--- src/hdl/disk_image_sector_offset_assert.svh ---
// Assertion macros shared by the disk image sector offset block.
`ifndef DISK_IMAGE_SECTOR_OFFSET_ASSERT_SVH
`define DISK_IMAGE_SECTOR_OFFSET_ASSERT_SVH

// Same-cycle implication, disabled during reset.
`define DSO_ASSERT_NOW(lbl, ante, cons, msg) \
  lbl: assert property (@(posedge clk) disable iff (!rst_n) (ante) |-> (cons)) \
    else $error(msg);

// Next-cycle implication, disabled during reset.
`define DSO_ASSERT_NEXT(lbl, ante, cons, msg) \
  lbl: assert property (@(posedge clk) disable iff (!rst_n) (ante) |=> (cons)) \
    else $error(msg);

`endif

--- src/hdl/dso_pkg.sv ---
// Types and constants shared by the disk image sector offset block.
`default_nettype none

package dso_pkg;

  localparam int OFFSET_W   = 24;
  localparam int IN_DATA_W  = 48;
  localparam int OUT_DATA_W = 24;
  localparam int CFG_ADDR_W = 4;
  localparam int CFG_DATA_W = 32;

  localparam logic [1:0] REQ_LOAD_TRACK  = 2'd0;
  localparam logic [1:0] REQ_LOAD_SECTOR = 2'd1;
  localparam logic [1:0] REQ_LOOKUP      = 2'd2;

  localparam logic [1:0] REG_IMAGE_FORMAT     = 2'd0;
  localparam logic [1:0] REG_FIXED_TRACK_SIZE = 2'd1;
  localparam logic [1:0] REG_TRACK_COUNT      = 2'd2;

  localparam logic [OFFSET_W-1:0] SECTOR_BASE_BYTES = 24'd128;
  localparam int                  UNIT_SHIFT        = 8;

  typedef struct packed {
    logic        image_format;
    logic [15:0] fixed_track_size;
    logic [7:0]  walk_len;
  } dso_cfg_t;

  typedef struct packed {
    logic [7:0] trk;
    logic       sd;
    logic [7:0] units;
    logic [5:0] total;
  } trk_entry_t;

  typedef struct packed {
    logic [7:0] id;
    logic [2:0] code;
  } sec_entry_t;

  typedef struct packed {
    logic load_track;
    logic load_sector;
    logic lookup_start;
    logic track_step;
    logic sector_start;
    logic sector_step;
    logic sector_hit;
    logic out_load;
  } dso_cmd_t;

  typedef struct packed {
    logic limit_zero;
    logic track_match;
    logic track_last;
    logic sector_none;
    logic sector_match;
    logic sector_last;
  } dso_sts_t;

endpackage

`default_nettype wire

--- src/hdl/dso_ctrl.sv ---
// Controller: request decode, track and sector walk sequencing, output beat handshake.
`default_nettype none

module dso_ctrl (
  input  wire logic              clk,
  input  wire logic              rst_n,
  input  wire logic              in_tvalid,
  output logic                   in_tready,
  input  wire logic [1:0]        in_req,
  output logic                   out_tvalid,
  input  wire logic              out_tready,
  input  wire dso_pkg::dso_sts_t sts,
  output dso_pkg::dso_cmd_t      cmd
);
  import dso_pkg::*;

  typedef enum logic [1:0] {
    ST_IDLE,
    ST_TWALK,
    ST_SWALK,
    ST_DONE
  } state_t;

  state_t state_r, state_nxt;
  logic   out_valid_r, out_valid_nxt;

  always_comb begin
    cmd           = '0;
    state_nxt     = state_r;
    out_valid_nxt = out_valid_r && !out_tready;
    in_tready     = (state_r == ST_IDLE);
    unique case (state_r)
      ST_IDLE: begin
        if (in_tvalid) begin
          unique case (in_req)
            REQ_LOAD_TRACK:  cmd.load_track  = 1'b1;
            REQ_LOAD_SECTOR: cmd.load_sector = 1'b1;
            REQ_LOOKUP: begin
              cmd.lookup_start = 1'b1;
              state_nxt = sts.limit_zero ? ST_DONE : ST_TWALK;
            end
            default: ;
          endcase
        end
      end
      ST_TWALK: begin
        if (sts.track_match) begin
          cmd.sector_start = 1'b1;
          state_nxt = sts.sector_none ? ST_DONE : ST_SWALK;
        end else begin
          cmd.track_step = 1'b1;
          if (sts.track_last) state_nxt = ST_DONE;
        end
      end
      ST_SWALK: begin
        if (sts.sector_match) begin
          cmd.sector_hit = 1'b1;
          state_nxt = ST_DONE;
        end else begin
          cmd.sector_step = 1'b1;
          if (sts.sector_last) state_nxt = ST_DONE;
        end
      end
      ST_DONE: begin
        // hold until the output register is free
        if (!out_valid_r || out_tready) begin
          cmd.out_load  = 1'b1;
          out_valid_nxt = 1'b1;
          state_nxt     = ST_IDLE;
        end
      end
      default: state_nxt = ST_IDLE;
    endcase
  end

  always_ff @(posedge clk) begin
    if (!rst_n) begin
      state_r     <= ST_IDLE;
      out_valid_r <= 1'b0;
    end else begin
      state_r     <= state_nxt;
      out_valid_r <= out_valid_nxt;
    end
  end

  assign out_tvalid = out_valid_r;

endmodule

`default_nettype wire

--- config.mk ---
export PLATFORM = sky130hd
export DESIGN_NAME = dso_ctrl
export DESIGN_NICKNAME = d
export VERILOG_FILES = /design/src/hdl/disk_image_sector_offset_assert.svh /design/src/hdl/dso_pkg.sv /design/src/hdl/dso_ctrl.sv
export SDC_FILE = /design/constraint.sdc
export NUM_CORES = 1
export LEC_CHECK = 0
export ABC_AREA = 1
export BUFFER_PORTS_ARGS = -buffer_cell sky130_fd_sc_hd__buf_2
export CAP_MARGIN = 15
export CORE_AREA = 2 2 39 41
export DETAILED_ROUTE_END_ITERATION = 16
export DIE_AREA = 0 0 41 43
export GPL_ROUTABILITY_DRIVEN = 0
export SYNTH_ARGS = -nofsm -noshare
export SYNTH_HDL_FRONTEND = slang
export SYNTH_SLANG_ARGS = --single-unit
export TNS_END_PERCENT = 50
--- constraint.sdc ---
create_clock -name clk -period 1.4 [get_ports clk]
set_input_delay 0.35 -clock clk [delete_from_list [all_inputs] [get_ports clk]]
set_output_delay 0.35 -clock clk [all_outputs]
set_load 0.02 [all_outputs]
==> Word-level counts from Yosys, hierarchy flattened <==
Index checks and enable logic that the tools add are counted.
{ "totals": {"reg_bits": 3, "input_bits": 12} }
{ "classes": {"eq_ne": 10, "muxes": 25, "reduce_logical": 7} }
{ "ops": {"columns": ["operator", "n"], "rows": [
  ["$mux W2", 10],
  ["$mux W1", 12],
  ["$pmux W2 S4", 1],
  ["$eq A2 B2 Y1 const B", 3],
  ["$mux W3", 2],
  ["$ne A3 B3 Y1 const B", 2],
  ["$reduce_and A5 Y1", 1],
  ["$eq A2 B1 Y1 const B", 2],
  ["$logic_not A2 Y1", 2],
  ["$ne A2 B2 Y1 const B", 2],
  ["$logic_not A1 Y1", 2],
  ["$ne A2 B1 Y1 const B", 1],
  ["$logic_and A1 B1 Y1", 1],
  ["$logic_or A1 B1 Y1", 1]
]} }

==> Logic depth before layout (Yosys ltp) <==
Gate-level depths: netlist (run 1).
{ "logic_depth": {"depth_word": 4, "mapped_depth": 8} }

==> Worst setup path before layout (run 1) <==
Ideal clock, no wire load.
{ "synth_path": {"path_kind": "reg2out", "from": "register state_r[0]", "to": "output port cmd[6] (netlist bit)", "t_arrival_ps": 1613, "t_required_ps": 1050, "path_slack_ps": -563, "stages_incl_launch_ff": 5, "path_buffers": 0, "cell_sequence": "dfxtp_1 -> inv_1 -> ha_1 -> inv_1 -> nor4_1"} }
{ "synth_rtl": {"columns": ["element", "line", "text"], "rows": [
  ["start: declaration", "dso_ctrl.sv:24", "state_t state_r, state_nxt;"],
  ["start signal: assignment", "dso_ctrl.sv:81", "state_r <= state_nxt;"],
  ["end: declaration", "dso_ctrl.sv:13", "output dso_pkg::dso_cmd_t cmd"]
]} }

==> flow_summary.ini, run 1 <==
[worst_hold_path]
hold_path_end = state_r[1]$_SDFFE_PN0P_
holdPathStages = 3
min_from = rst_n
hold_path_class = primary input to register

[synthesis]
async_flop_share_pct = 0
syn-num-nets = 69
netlist_top_cells_count = 12 x inv_1, 12 x nand2_1, 10 x nor2_1
synth_flop_cell = dfxtp_1
yosys_warnings = 0
synth_top_area_cell = dfxtp_1
synth_top_area_share_pct = 18.5
synth_cell_type_count = 14
synth_area_um2 = 324
yosys-top-cells-area = dfxtp_1 19%, ha_1 15%, inv_1 14%
yosys_register_bits = 3
synth_cells = 53
synth.avg_cell_area_um2 = 6.11
seq_area_frac_synth_pct = 18.5
synth_edf_count = 0

[global_routing]
grt_pass1_wl_um = 1500
grt_util_all_layers_pct = 13.0
first_global_vias = 372
antenna_found_initial = 0
grt-ovfl-total = 0
grt_max_degree = 5

[worst_setup_path]
criticalPathCategory = register to output pin
cp.depth = 6
crit_fanout = 3
crit_chain = inv_4, buf_6, ha_4, inv_2, nor2_2, buf_6
worst_path_most_repeated_cell = buf_6
crit_arrival_ns = 1.13
r2r-start = state_r[0]$_SDFFE_PN0P_
slowest_delay_ns = 0.34
r2r_end = state_r[0]$_SDFFE_PN0P_
r2r_slack_ns = 0.18
cpMaxStageDelayCell = dfxtp_4
cp_num_buf_inv = 4
cp.required_ns = 1.05
cp_top_family = flip-flops
ff2ff_path_depth = 9
critPathLaunchType = register
endpoint_kind = output pin

[route]
vias = 420
drc = 0
drt-pass1-iter-count = 2
ant_nets = 0
viasPerCell = 4.29
drtIter0Drc = 1
routed_wl_um = 948
avgRoutedWirePerCell_um = 9.67

[place]
hpwlAfterDp_um = 656
postPlaceCellArea_um2 = 519
portBuffers = 21

[layout]
seq_area_um2 = 65.1
finish.utilization_pct = 47.8
layout-drive-gt1-share_pct = 63.4
num_antenna_cells = 0
final_cell_area_um2 = 662
multi_input_comb_area_um2 = 307
n_fill_cell = 139
num-nets-final = 99
syn2layout_area_growth_pct = 104

[clocking]
h-tree-depth = 1
cts_buffers = 3
cts.reportedPaths.clkPinSlew_ns = 0.03
cts.sinks = 3
root_buffer = clkbuf_4
clk_path_buf_depth = 2
cts_tree = built
clk_latency_ns = 0.23

[floorplan]
die_area_um2 = 1760
dieHeight_um = 43
die_width_um = 41
pin_count = 22
coreArea_um2 = 1380
rows = 14
start_util_pct = 23.4

[sta]
clock_skew_ns = 0.00213
min_period_ns = 1.48
hold_slack_ns = 0.365
hold_violations = 0
setup_slack_ns = -0.0775
slew_violations = 0
tns_ns = -0.496
worst_slew_pin_slew_ns = 0.181
fmax_ghz = 0.677
slew_headroom_pct = 87.9
rsz0062_at_grt = yes
fin_crit_sh_pct = 106
setup_viol = 9

[pwr]
p_leak_nw = 0.334
pwr_density_cell_nw_per_um2 = 1840
ir_worst_vdd_v = 0.000939
total_power_mw = 1.22

[run_status]
outcome = finished with violations
violations = setup timing

[run]
drv_cap = 0
## where the power goes
part	switching, mW	total (mW)	internal (mW)
logic	0.481	0.907	0.426
registers	0.0336	0.161	0.127
clock network	0.0432	0.150	0.107
## what timing repair did
action / in CTS / in global routing
setup endpoints to repair: 9 / 9
hold buffers: 0 / 0
buffers inserted: 1 / 0
cloned: 0 / 0
pin swaps: 5 / 4
gates resized for setup: 17 / 17
## state kept, by name, summed over array words and instances (netlist names)
| signal | cells |
|---|---|
| out_tvalid | 1 |
| state_r | 2 |
## worst min-delay path: stages
cell and delay [ns]:
buf_2 0.12, nand2_1 0.06, nor2_1 0.03
## cell families (layout without fill, tap and decap cells)
kind of cell,count (synthesis),in the layout,synth area share [%]
flops,3,3,18.5
compound gates,2,2,3.86
buf+inv,13,42,15.1
mux,1,1,3.09
fa+ha+maj,4,4,15.4
simple gates,30,30,44.0
## layout by cell type (no fill, tap or decap)
cell and count:
dfxtp_2 1, mux2i_1 1, buf_2 12, nor2_1 9, a21oi_2 1, ha_4 4
inv_1 5, inv_2 5, clkbuf_4 3, nor2_2 1, nand3_2 2, nand2_2 3
inv_4 3, dfxtp_4 1, buf_6 8, nand2_1 10, nor2_4 1, dfxtp_1 1
clkbuf_1 1, nor4_4 2, buf_4 5, a21boi_0 1, nand3_1 2
## worst max-delay path by stage
stage | from | endpoint | slack, ns
floorplan | state_r[0]$_SDFFE_PN0P_ | cmd[6] | -0.01
global route | state_r[0]$_SDFFE_PN0P_ | cmd[4] | -0.14
finish | state_r[0]$_SDFFE_PN0P_ | cmd[2] | -0.08
CTS | state_r[0]$_SDFFE_PN0P_ | cmd[2] | -0.1
detailed placement | state_r[0]$_SDFFE_PN0P_ | cmd[6] | 0.03
global placement | state_r[0]$_SDFFE_PN0P_ | cmd[6] | 0.05
## routing by layer
metal | global-route usage [%] | up-vias | part of all wire, % | wire length (µm)
met5 | 0 | - | 0 | 0
met4 | 4.00 | 0 | 0 | 0
met3 | 6.81 | 0 | 6.6 | 63
met2 | 22.5 | 13 | 57 | 545
met1 | 12.4 | 189 | 36 | 338
li1 | - | 218 | - | -
## stage by stage
step	setup slack, ns	std cells
floorplan	-0.00973	53
global placement	0.0534	93
detailed placement	0.0304	93
CTS	-0.0977	98
global route	-0.142	98
finish	-0.0775	98
## layout make-up
| cell class | instances | share of cell area, % |
|---|---|---|
| inverter | 13 | 8.51 |
| clock buffer | 4 | 3.97 |
| multi-input combinational | 37 | 46.3 |
| tap | 16 | 3.02 |
| sequential | 3 | 9.83 |
| timing repair buffer | 25 | 28.4 |
No activity file was read; power rests on OpenSTA's default activity.
==> run 2, diff against run 1 <==
- CELL_PAD_IN_SITES_DETAIL_PLACEMENT: not set -> 1
- CELL_PAD_IN_SITES_GLOBAL_PLACEMENT: not set -> 2
- CORE_AREA: 2 2 39 41 -> not set
- CORE_MARGIN: not set -> 1.5
- CORE_UTILIZATION: not set -> 17
- DIE_AREA: 0 0 41 43 -> not set
- PLACE_DENSITY_LB_ADDON: not set -> 0.1
==> flow_summary.ini, run 2 (same netlist as run 1, synthesis figures left out) <==
[route]
avgRoutedWirePerCell_um = 8.70
drc = 0
drtIter0Drc = 1
viasPerCell = 3.77
drt-pass1-iter-count = 2
vias = 415
ant_nets = 0
routed_wl_um = 957

[clocking]
cts_tree = built
root_buffer = clkbuf_4
cts.sinks = 3
clk_path_buf_depth = 2
cts.reportedPaths.clkPinSlew_ns = 0.04
clk_latency_ns = 0.23
h-tree-depth = 1
cts_buffers = 3

[pwr]
pwr_density_cell_nw_per_um2 = 1870
p_int_uw = 647
ir_worst_vdd_v = 0.000593
p_leak_nw = 0.344
power.share.clock_pct = 13.0
seq_power_share_pct = 12.6
sw_frac_of_total_pct = 45.1
total_power_mw = 1.18
share_comb_of_total_power_pct = 74.4
switchingPower_uw = 531

[layout]
syn2layout_area_growth_pct = 94.6
num_antenna_cells = 0
layout-drive-gt1-share_pct = 55.3
final_cell_mix = 15 x buf_2, 12 x nand2_1, 11 x buf_4, 10 x nor2_1, 9 x inv_1
regMostFlops = state_r
num-nets-final = 102
n_fill_cell = 243
final_common_cell = buf_2
largest_reg_flops = 2

[worst_setup_path]
startpoint = state_r[0]$_SDFFE_PN0P_
critPathLaunchType = register
cpMaxStageDelayCell = dfxtp_2
crit_chain = inv_4, ha_4, inv_4, nor4_4, buf_4
endpoint_kind = output pin
worst_path_most_repeated_cell = inv_4
slowest_delay_ns = 0.33
crit_fanout = 3
r2r-start = state_r[1]$_SDFFE_PN0P_
crit_arrival_ns = 1.17
r2r_end = state_r[0]$_SDFFE_PN0P_
r2r_slack_ns = 0.15
cp.required_ns = 1.05
ff2ff_path_depth = 8
criticalPathCategory = register to output pin

[sta]
fmax_ghz = 0.658
min_period_ns = 1.52
hold_violations = 0
clock_skew_ns = 0.00311
setup_viol = 9
setup_slack_ns = -0.119
rsz0062_at_grt = yes
fin_crit_sh_pct = 109
slew_violations = 0
worst_slew_pin_slew_ns = 0.193
hold_slack_ns = 0.358
slew_headroom_pct = 87.1

[worst_hold_path]
hold_path_class = primary input to register
hold_path_end = state_r[1]$_SDFFE_PN0P_
min_from = rst_n
holdPathStages = 3

[global_routing]
antenna_found_initial = 0
grt-ovfl-total = 0
grt_max_degree = 5
grt_util_all_layers_pct = 10.9
first_global_vias = 392
grt_pass1_wl_um = 1570

[floorplan]
die_area_um2 = 2180
die_width_um = 46.7
dieHeight_um = 46.7
rows = 15
pin_count = 22
start_util_pct = 18.4
coreArea_um2 = 1760

[run_status]
violations = setup timing
outcome = finished with violations

[place]
pre_cts_slack_ns = 0.0379
portBuffers = 21
hpwlAfterDp_um = 773

[run]
drv_cap = 0
==> run 2: cell count changes in the layout (fill, tap and decap cells not counted), sizes merged <==
cell and delta:
buf +3
==> run 2: how the worst max path moves through the flow <==
stage,end,slack [ns],cells past startpoint
4_1_cts,cmd[7],-0.15,5
5_1_grt,cmd[7],-0.20,5
6_report,cmd[7],-0.12,5
3_3_place_gp,cmd[6],0.06,5
3_5_place_dp,cmd[6],0.04,5
2_1_floorplan,cmd[6],-0.01,4
==> run 2: what timing repair did <==
| action | 4_1_cts | 5_1_grt |
|---|---|---|
| hold buffers | 0 | 0 |
| gates resized for setup | 8 | 5 |
| setup endpoints to repair | 9 | 9 |
| setup buffers | 2 | 2 |
| pin swaps | 3 | 1 |
==> run 2: through the flow <==
stage	setup TNS, ns	utilization, %	cells	cell area, µm²
floorplan	-0.00973	-	53	372
global placement	0	30.1	102	531
detailed placement	0	30.1	102	531
CTS	-0.982	33.6	108	593
global route	-1.42	35.7	110	631
finish	-0.745	35.7	110	631
==> run 2: power groups by stage <==
stage | Combinational, mW | Clock (mW) | Sequential, mW
2_1_floorplan | 0.488 | 0 | 0.161
3_3_place_gp | 0.726 | 0 | 0.140
3_5_place_dp | 0.725 | 0 | 0.142
4_1_cts | 0.814 | 0.162 | 0.141
5_1_grt | 0.962 | 0.182 | 0.152
6_report | 0.877 | 0.153 | 0.148
==> run 2: layer usage <==
layer  routed length, µm  track usage, %
met5                   0               0
met4                   0            10.0
met3                  50            2.35
met2                 468            15.8
met1                 438            13.0
==> run 2: critical path, delay by kind of cell (launching register included) <==
kind,cells,cell delay (ns)
simple gates,1,0.19
fa+ha+maj,1,0.13
flops,1,0.33
buf+inv,3,0.29
==> run 2: area by class of cell <==
class / count / area, µm² / share of cell area, %
flip-flops and latches: 3 / 62.6 / 9.92
multi-input cells: 37 / 277 / 43.8
inverters: 13 / 53.8 / 8.53
repair buffers: 28 / 180 / 28.6
well taps: 25 / 31.3 / 4.96
clock buffers: 4 / 26.3 / 4.17
